File: src/sv/pcs_pkg.sv
// ============================================================================
// pcs_pkg
// Shared types and constants of the pixel color class segmenter.
// ============================================================================
`timescale 1ns / 1ps
`default_nettype none

package pcs_pkg;

    // Result codes
    typedef enum logic [2:0] {
        CLASS_RED        = 3'd0,
        CLASS_YELLOW     = 3'd1,
        CLASS_GREEN      = 3'd2,
        CLASS_PURPLE     = 3'd3,
        CLASS_BLUE_FLOOR = 3'd4,
        CLASS_OTHER      = 3'd5
    } pixel_class_t;

    // Item commands
    localparam logic CMD_SURVEY   = 1'b0;
    localparam logic CMD_CLASSIFY = 1'b1;

    // Register map (word index, byte address = 4 * index)
    localparam int unsigned PADDR_W = 4;
    localparam logic [1:0] REG_PURPLE_MIN  = 2'd0;
    localparam logic [1:0] REG_FLOOR_MAX   = 2'd1;
    localparam logic [1:0] REG_DARK_START  = 2'd2;

    // Widths
    localparam int unsigned DIST_W = 18;
    localparam int unsigned LUM_W  = 16;

    // Reset values
    localparam logic [DIST_W-1:0] PURPLE_MIN_RST = 18'd22500;
    localparam logic [DIST_W-1:0] FLOOR_MAX_RST  = 18'd32400;
    localparam logic [LUM_W-1:0]  DARK_START_RST = 16'd65025;

    // One RGB color
    typedef struct packed {
        logic [7:0] red;
        logic [7:0] green;
        logic [7:0] blue;
    } rgb_t;

    // Classification thresholds
    typedef struct packed {
        logic [DIST_W-1:0] purple_min;
        logic [DIST_W-1:0] floor_max;
    } thresh_t;

endpackage : pcs_pkg

`default_nettype wire

File: src/sv/pcs_classify.sv
// ============================================================================
// pcs_classify
// Combinational color classifier: distance to the black reference and the
// ordered ratio tests. All truncating divisions are folded into
// cross-multiplied compares (floor(x/d) < y  <=>  x < d*y).
// ============================================================================
`timescale 1ns / 1ps
`default_nettype none

module pcs_classify (
    input  wire pcs_pkg::rgb_t    pix,
    input  wire pcs_pkg::rgb_t    ref_color,
    input  wire pcs_pkg::thresh_t thresh,
    output pcs_pkg::pixel_class_t pixel_class
);

    logic [7:0]  d_r, d_g, d_b;
    logic [pcs_pkg::DIST_W-1:0] dist_sq;
    logic [12:0] r13, g13, b13;
    logic [12:0] rg13, gb13, rb13;
    logic is_red, is_yellow, is_green, is_purple, is_blue, is_floor;

    // Absolute differences to the reference
    assign d_r = (pix.red   >= ref_color.red)   ? pix.red   - ref_color.red
                                                : ref_color.red   - pix.red;
    assign d_g = (pix.green >= ref_color.green) ? pix.green - ref_color.green
                                                : ref_color.green - pix.green;
    assign d_b = (pix.blue  >= ref_color.blue)  ? pix.blue  - ref_color.blue
                                                : ref_color.blue  - pix.blue;

    // Squared distance, at most 3*255^2 so 18 bits
    assign dist_sq = {2'd0, 16'(d_r * d_r)} + {2'd0, 16'(d_g * d_g)}
                   + {2'd0, 16'(d_b * d_b)};

    assign r13  = {5'd0, pix.red};
    assign g13  = {5'd0, pix.green};
    assign b13  = {5'd0, pix.blue};
    assign rg13 = r13 + g13;
    assign gb13 = g13 + b13;
    assign rb13 = r13 + b13;

    // Ratio tests
    assign is_red    = (gb13 * 13'd5 < r13 * 13'd8) && (g13 * 13'd14 < r13 * 13'd10);
    assign is_yellow = (b13 * 13'd15 < r13 * 13'd10) && (b13 * 13'd15 < g13 * 13'd10);
    assign is_green  = (rb13 * 13'd5 < g13 * 13'd8);
    assign is_purple = (rg13 * 13'd9 < b13 * 13'd16) && (pix.red > pix.green)
                    && (dist_sq > thresh.purple_min);
    assign is_blue   = (rg13 * 13'd6 < b13 * 13'd8);
    assign is_floor  = (dist_sq < thresh.floor_max);

    // First match wins
    always_comb begin
        if (is_red) begin
            pixel_class = pcs_pkg::CLASS_RED;
        end else if (is_yellow) begin
            pixel_class = pcs_pkg::CLASS_YELLOW;
        end else if (is_green) begin
            pixel_class = pcs_pkg::CLASS_GREEN;
        end else if (is_purple) begin
            pixel_class = pcs_pkg::CLASS_PURPLE;
        end else if (is_blue || is_floor) begin
            pixel_class = pcs_pkg::CLASS_BLUE_FLOOR;
        end else begin
            pixel_class = pcs_pkg::CLASS_OTHER;
        end
    end

endmodule : pcs_classify

`default_nettype wire

File: src/sv/pixel_color_class_segmenter_core.sv
// ============================================================================
// pixel_color_class_segmenter_core
// Two-pass pixel color segmenter: darkest-pixel survey and color classify.
// ============================================================================
// Usage:
//   Input channel s_*: one pixel beat per cycle. s_cmd = 0 is a survey beat;
//   it updates the black reference (darkest r^2+g^2+b^2 so far, restarted by
//   s_frame_start) and produces no result. s_cmd = 1 is a classify beat; it
//   produces exactly one m_pixel_class beat, in order.
//   A classify beat passes the input register and the result register to m_*.
//   One beat per cycle in both passes while the result slot is free, through
//   one input register, one level of compare logic and the result register.
//   A survey beat updates the reference as it leaves the input register, so a
//   classify beat right behind it already sees the new reference.
//   When m_ready is low the result register holds; the input register still
//   takes one more beat, and survey beats keep draining since they need no
//   result slot. s_ready drops only while a classify beat waits for the slot.
//   Reset (aresetn low, synchronous) empties both registers, loads register
//   defaults and sets the reference to black with darkest level 65025.
//   APB port: 0x0 purple_min_dist_sq, 0x4 floor_max_dist_sq, 0x8
//   darkest_start. pready is tied high; write only while idle.
// ============================================================================
`timescale 1ns / 1ps
`default_nettype none

module pixel_color_class_segmenter_core (
    input  wire         aclk,
    input  wire         aresetn,
    // Pixel input
    input  wire         s_valid,
    output logic        s_ready,
    input  wire         s_cmd,
    input  wire         s_frame_start,
    input  wire  [7:0]  s_red,
    input  wire  [7:0]  s_green,
    input  wire  [7:0]  s_blue,
    // Class output
    output logic        m_valid,
    input  wire         m_ready,
    output logic [2:0]  m_pixel_class,
    // Configuration
    input  wire         psel,
    input  wire         penable,
    input  wire         pwrite,
    input  wire  [pcs_pkg::PADDR_W-1:0] paddr,
    input  wire  [31:0] pwdata,
    output logic [31:0] prdata,
    output logic        pready
);

    // Configuration registers
    logic [pcs_pkg::DIST_W-1:0] purple_min_reg;
    logic [pcs_pkg::DIST_W-1:0] floor_max_reg;
    logic [pcs_pkg::LUM_W-1:0]  dark_start_reg;
    logic                       cfg_wr;
    logic [1:0]                 cfg_idx;

    // Survey state
    logic [pcs_pkg::LUM_W-1:0]  dark_lum_reg, dark_lum_next;
    pcs_pkg::rgb_t              ref_reg, ref_next;

    // Input stage
    logic                       in_valid_reg;
    logic                       in_cmd_reg;
    logic                       in_fs_reg;
    pcs_pkg::rgb_t              in_pix_reg;

    // Result stage
    logic                       out_valid_reg;
    pcs_pkg::pixel_class_t      class_reg;

    logic                       out_free;
    logic                       in_adv;
    logic                       in_take;
    logic                       survey_go;
    logic                       classify_go;
    logic [pcs_pkg::DIST_W-1:0] lum;
    logic [pcs_pkg::LUM_W-1:0]  base_lum;
    pcs_pkg::rgb_t              base_ref;
    pcs_pkg::thresh_t           thresh;
    pcs_pkg::pixel_class_t      class_calc;

    // APB access
    assign pready  = 1'b1;
    assign cfg_idx = paddr[3:2];
    assign cfg_wr  = psel && penable && pwrite;

    always_comb begin
        case (cfg_idx)
            pcs_pkg::REG_PURPLE_MIN: prdata = {14'd0, purple_min_reg};
            pcs_pkg::REG_FLOOR_MAX:  prdata = {14'd0, floor_max_reg};
            pcs_pkg::REG_DARK_START: prdata = {16'd0, dark_start_reg};
            default:                 prdata = 32'd0;
        endcase
    end

    always_ff @(posedge aclk) begin
        if (!aresetn) begin
            purple_min_reg <= pcs_pkg::PURPLE_MIN_RST;
            floor_max_reg  <= pcs_pkg::FLOOR_MAX_RST;
            dark_start_reg <= pcs_pkg::DARK_START_RST;
        end else if (cfg_wr) begin
            case (cfg_idx)
                pcs_pkg::REG_PURPLE_MIN: purple_min_reg <= pwdata[pcs_pkg::DIST_W-1:0];
                pcs_pkg::REG_FLOOR_MAX:  floor_max_reg  <= pwdata[pcs_pkg::DIST_W-1:0];
                pcs_pkg::REG_DARK_START: dark_start_reg <= pwdata[pcs_pkg::LUM_W-1:0];
                default: ;
            endcase
        end
    end

    // Handshake: survey beats need no result slot
    assign out_free    = !out_valid_reg || m_ready;
    assign in_adv      = in_valid_reg && ((in_cmd_reg == pcs_pkg::CMD_SURVEY) || out_free);
    assign s_ready     = !in_valid_reg || in_adv;
    assign in_take     = s_valid && s_ready;
    assign survey_go   = in_adv && (in_cmd_reg == pcs_pkg::CMD_SURVEY);
    assign classify_go = in_adv && (in_cmd_reg == pcs_pkg::CMD_CLASSIFY);

    // Input register
    always_ff @(posedge aclk) begin
        if (!aresetn) begin
            in_valid_reg <= 1'b0;
        end else if (s_ready) begin
            in_valid_reg <= s_valid;
        end
    end

    always_ff @(posedge aclk) begin
        if (in_take) begin
            in_cmd_reg       <= s_cmd;
            in_fs_reg        <= s_frame_start;
            in_pix_reg.red   <= s_red;
            in_pix_reg.green <= s_green;
            in_pix_reg.blue  <= s_blue;
        end
    end

    // Darkest-pixel tracking
    assign lum = {2'd0, 16'(in_pix_reg.red * in_pix_reg.red)}
               + {2'd0, 16'(in_pix_reg.green * in_pix_reg.green)}
               + {2'd0, 16'(in_pix_reg.blue * in_pix_reg.blue)};

    always_comb begin
        base_lum = in_fs_reg ? dark_start_reg : dark_lum_reg;
        base_ref = in_fs_reg ? '0 : ref_reg;
        if (lum < {2'd0, base_lum}) begin
            dark_lum_next = lum[pcs_pkg::LUM_W-1:0];
            ref_next      = in_pix_reg;
        end else begin
            dark_lum_next = base_lum;
            ref_next      = base_ref;
        end
    end

    always_ff @(posedge aclk) begin
        if (!aresetn) begin
            dark_lum_reg <= pcs_pkg::DARK_START_RST;
            ref_reg      <= '0;
        end else if (survey_go) begin
            dark_lum_reg <= dark_lum_next;
            ref_reg      <= ref_next;
        end
    end

    // Classifier
    assign thresh.purple_min = purple_min_reg;
    assign thresh.floor_max  = floor_max_reg;

    pcs_classify u_classify (
        .pix         (in_pix_reg),
        .ref_color   (ref_reg),
        .thresh      (thresh),
        .pixel_class (class_calc)
    );

    // Result register
    always_ff @(posedge aclk) begin
        if (!aresetn) begin
            out_valid_reg <= 1'b0;
        end else if (out_free) begin
            out_valid_reg <= classify_go;
        end
    end

    always_ff @(posedge aclk) begin
        if (classify_go) begin
            class_reg <= class_calc;
        end
    end

    assign m_valid       = out_valid_reg;
    assign m_pixel_class = class_reg;

endmodule : pixel_color_class_segmenter_core

`default_nettype wire

File: config.mk
export PLATFORM = sky130hd
export DESIGN_NAME = pixel_color_class_segmenter_core
export DESIGN_NICKNAME = d
export VERILOG_FILES = /design/src/sv/pcs_pkg.sv /design/src/sv/pcs_classify.sv /design/src/sv/pixel_color_class_segmenter_core.sv
export SDC_FILE = /design/constraint.sdc
export NUM_CORES = 1
export LEC_CHECK = 0
export BUFFER_PORTS_ARGS = -buffer_cell sky130_fd_sc_hd__buf_2
export CAP_MARGIN = 20
export CORE_MARGIN = 2
export CORE_UTILIZATION = 37
export CTS_BUF_LIST = sky130_fd_sc_hd__clkbuf_4 sky130_fd_sc_hd__clkbuf_8 sky130_fd_sc_hd__clkbuf_16
export DETAILED_ROUTE_END_ITERATION = 10
export GPL_TIMING_DRIVEN = 0
export SYNTH_ARGS = -nofsm -noshare
export SYNTH_HDL_FRONTEND = slang
export SYNTH_HIERARCHICAL = 1
export SYNTH_SLANG_ARGS = --single-unit
File: constraint.sdc
create_clock -name aclk -period 14.7 [get_ports aclk]
set_clock_uncertainty 0.15 [all_clocks]
set_input_delay 2.205 -clock aclk [delete_from_list [all_inputs] [get_ports aclk]]
set_output_delay 2.205 -clock aclk [all_outputs]
set_load 0.02 [all_outputs]
==> metrics list <==
* Status: complete, no violations
- Filler cells: approximately 6600
- In the global route stage, overall resource usage came out at a little under a fifth.
* Ys async rst share: 0%
- Die Width: between 200 and 300 um
* DR vias: 19300
- After Yosys synthesis, full adders, half adders and majority gates account for a little under half of the synthesized area.
* Number of distinct library cell variants in the gate-level netlist after synthesis: 84
- The number of antenna diodes in the final layout is 0.
* Buffer and inverter count on the worst path: 10
* Number of placement rows: 94
- In this run, CTS created clock tree buffers numbering 17.
* Layout Area Growth over Synthesis: 9.20%
- Static timing analysis puts the maximum clock frequency at about 72 MHz.
- For this design, the sink count on the clock tree is about 120.
- Insertion delay to the later sink of the worst-skew pair: 0.44 ns
- Data on the critical path arrives at its endpoint at approximately 14 ns.
- Main combinational cell family by area after synthesis: adder cells
* Antenna violations before repair: 0
* Placed cells: roughly 3800
- Summing the areas of all xor and xnor instances in the mapped netlist gives approximately 4.7% of the synthesized area.
* Residual DRC: 0
* I/O pin count: between 100 and 150
* Slowest cell delay on critical path: 1.06 ns
- Final-stage net count: roughly 3800
- The clock period could shrink to between 10 and 15 ns.
- The worst setup path is launched from a flip-flop.
- A synthesized cell averages a little under 9 um2.
- GP Congestion: just under 0.9
- Count of input and output buffers: 73
* Detailed Route WL: between 60000 and 70000 um
* Wire length per cell: around 16 um
- Complex-gate fraction of the synthesized area: between 10% and 20%
* Die Span Y: 263 um
- Count of H-tree levels built during CTS: 4
- In this run the standard cell core region covers between 60000 and 70000 um2.
- The worst path uses between 90% and 100% of the clock period.
- The slowest stage of the critical path belongs to the cell edfxtp_1.
- Overall overflow remaining after global route: 0
* Critical Path Sink Type: flip-flop
- The HPWL after detailed placement is 51900 um.
- Longest Clk Path Bufs: 2
* Classification of the worst setup path: flip-flop to flip-flop
* DRT antenna net count: 0
- Setup-violating endpoint count in the final report: 0
- Among cell families on the critical path, the largest total delay comes from adder cells.
- Synthesis handed over a netlist of approximately 2900 instances.
- Setup repair after global routing missed its margin: false
- Pin count of the biggest net entering global routing: 25
* Type of the worst min-delay path: flip-flop to flip-flop
* Die outline area: 69000 um2
- CTS clk-pin slew, worst paths: roughly 0.070 ns
- Router iterations before antenna repair: 5
* Avg Vias per Cell: roughly 5
- Of the cells placed in the final design, the portion with a size suffix greater than 1 is between 5 and 6%.
* Share of cell area taken by muxes after synthesis: roughly 2.4%
- Required time reported for the critical path endpoint: about 15 ns
- Number of synthesis warnings: 6
- The first global-routing pass estimated slightly above 100000 um of wire.
- In the synthesized netlist the dominant register cell turns out to be dfxtp_1.
* Number of DRC markers in iteration 0: around 1000
* Hold buffer count at CTS: 0
- The final-report max-slew violation count was 0.
- Cells fill around 41% of the core in the end.
* Clock root cell: clkbuf_16
* Number of synthesized register bits: around 120
- The placed instances occupy a cell area of around 26000 um2.
- In this run, post-CTS repair resized a total of 0 instances.
- TritonCTS built the clock tree.
- Area share of the largest cell type after synthesis: between 20% and 30%
- Top post-synthesis cells by area: ha_1 23%, fa_1 23%, inv_1 8.2%
- Layout Cells excl Fill: a little under 4000
- Yosys top cell by area: ha_1
* Crit-path max FO: 17
- In this run, synthesis inferred 29 flip-flops with an integrated enable.
- Once the floorplan was initialized, standard cells occupied around 38% of the core.
- The finished cells cover roughly 27000 um2.
- The via count of the first global-routing pass is 19300.
- For this run, the register share of the synthesized area comes to between 10 and 15%.
- Across the run, the number of max-cap violations was 0.
- Simple-gate area share of the yosys netlist: between 10% and 20%
- Cell area after synthesis: 24800 um2
- Most used cell, CP: fa_1
- The number of hold violations in the final report is 0.
- Measured against its own limit, the worst slew margin works out to 26.3%.
- For the pin with the worst max-slew slack, the measured transition is about 1.1 ns.
## kinds of logic (layout without fill, tap and decap cells)
group,count (synthesis),in the layout
adders and majority gates,739,739
muxes,56,56
other,2,15
buffers and inverters,630,748
DFF,123,123
and+or+nand+nor,693,693
AOI/OAI and AO/OA,493,493
xor gates and xnor gates,130,130
## placed cells by master (no fill, tap or decap), types with 50 or more instances in the layout
| cell | n |
|---|---|
| o21ai_0 | 95 |
| nand2_1 | 215 |
| a21o_1 | 51 |
| and2_1 | 65 |
| nor2_1 | 143 |
| nand3_1 | 89 |
| ha_1 | 455 |
| buf_2 | 79 |
| xnor2_1 | 79 |
| a21oi_1 | 184 |
| fa_1 | 284 |
| mux2i_1 | 50 |
| dfxtp_1 | 94 |
| inv_1 | 544 |
| clkbuf_1 | 54 |
## cell type report
cell class	count	area [um2]	area share, %
plain buffers	85	402	1.48
clock buffers	17	425	1.57
clock inverters	15	145	0.536
inverters	545	2050	7.56
multi-input cells	2126	19600	72.6
flip-flops and latches	123	2750	10.2
well taps	864	1080	4.00
repair buffers	86	564	2.09
## path summary, 6_finish.rpt
check                                       from               end  slack (ns)  cells after the start
worst max register to register    in_pix_reg[18]  m_pixel_class[2]        0.74                     46
worst min register to register  dark_lum_reg[14]  dark_lum_reg[14]        0.32                      2
worst min-delay path            dark_lum_reg[14]  dark_lum_reg[14]        0.32                      2
worst max-delay path              in_pix_reg[18]  m_pixel_class[2]        0.74                     46
## tightest hold or removal path: stages (launching register included)
cell and delay [ns]:
dfxtp_1 0.33, a21oi_1 0.06, o31ai_1 0.06
## layer usage
layer  wire length, um  track usage, %  vias up
met5                 0               0        -
met4              1010            4.55        0
met3              2210            1.90       57
met2             31100            32.1      299
met1             29300            25.0     9319
li1                  -               -     9627
## timing repair
action                                  4_1_cts  5_1_grt
setup buffers                                 0        3
hold endpoints to repair                      0        0
endpoints found under the setup margin        0        3
## cell usage after synthesis, drive strengths merged, types with 30 or more instances
cell and number:
nand2b 36, buf 30, o211ai 30, nand4 39
a21oi 186, dfxtp 94, inv 544, nor2 145
fa 284, clkbuf 55, o21ai 98, nor2b 40
xnor2 82, a21o 51, and2 67, xor2 48
nand3 89, ha 455, nand2 215, mux2i 50
## per-stage QoR
step	setup WS (ns)	setup TNS, ns	hold slack [ns]
after floorplan	2.74	0	0.288
after global placement	-0.257	-0.663	0.297
after detailed placement	0.364	0	0.310
after CTS	0.318	0	0.324
after global routing	0.0544	0	0.344
final	0.736	0	0.324
Power is left out: the tool's default activity adds up to more than one toggle a clock period on the data nets, which glitch-free logic cannot reach.
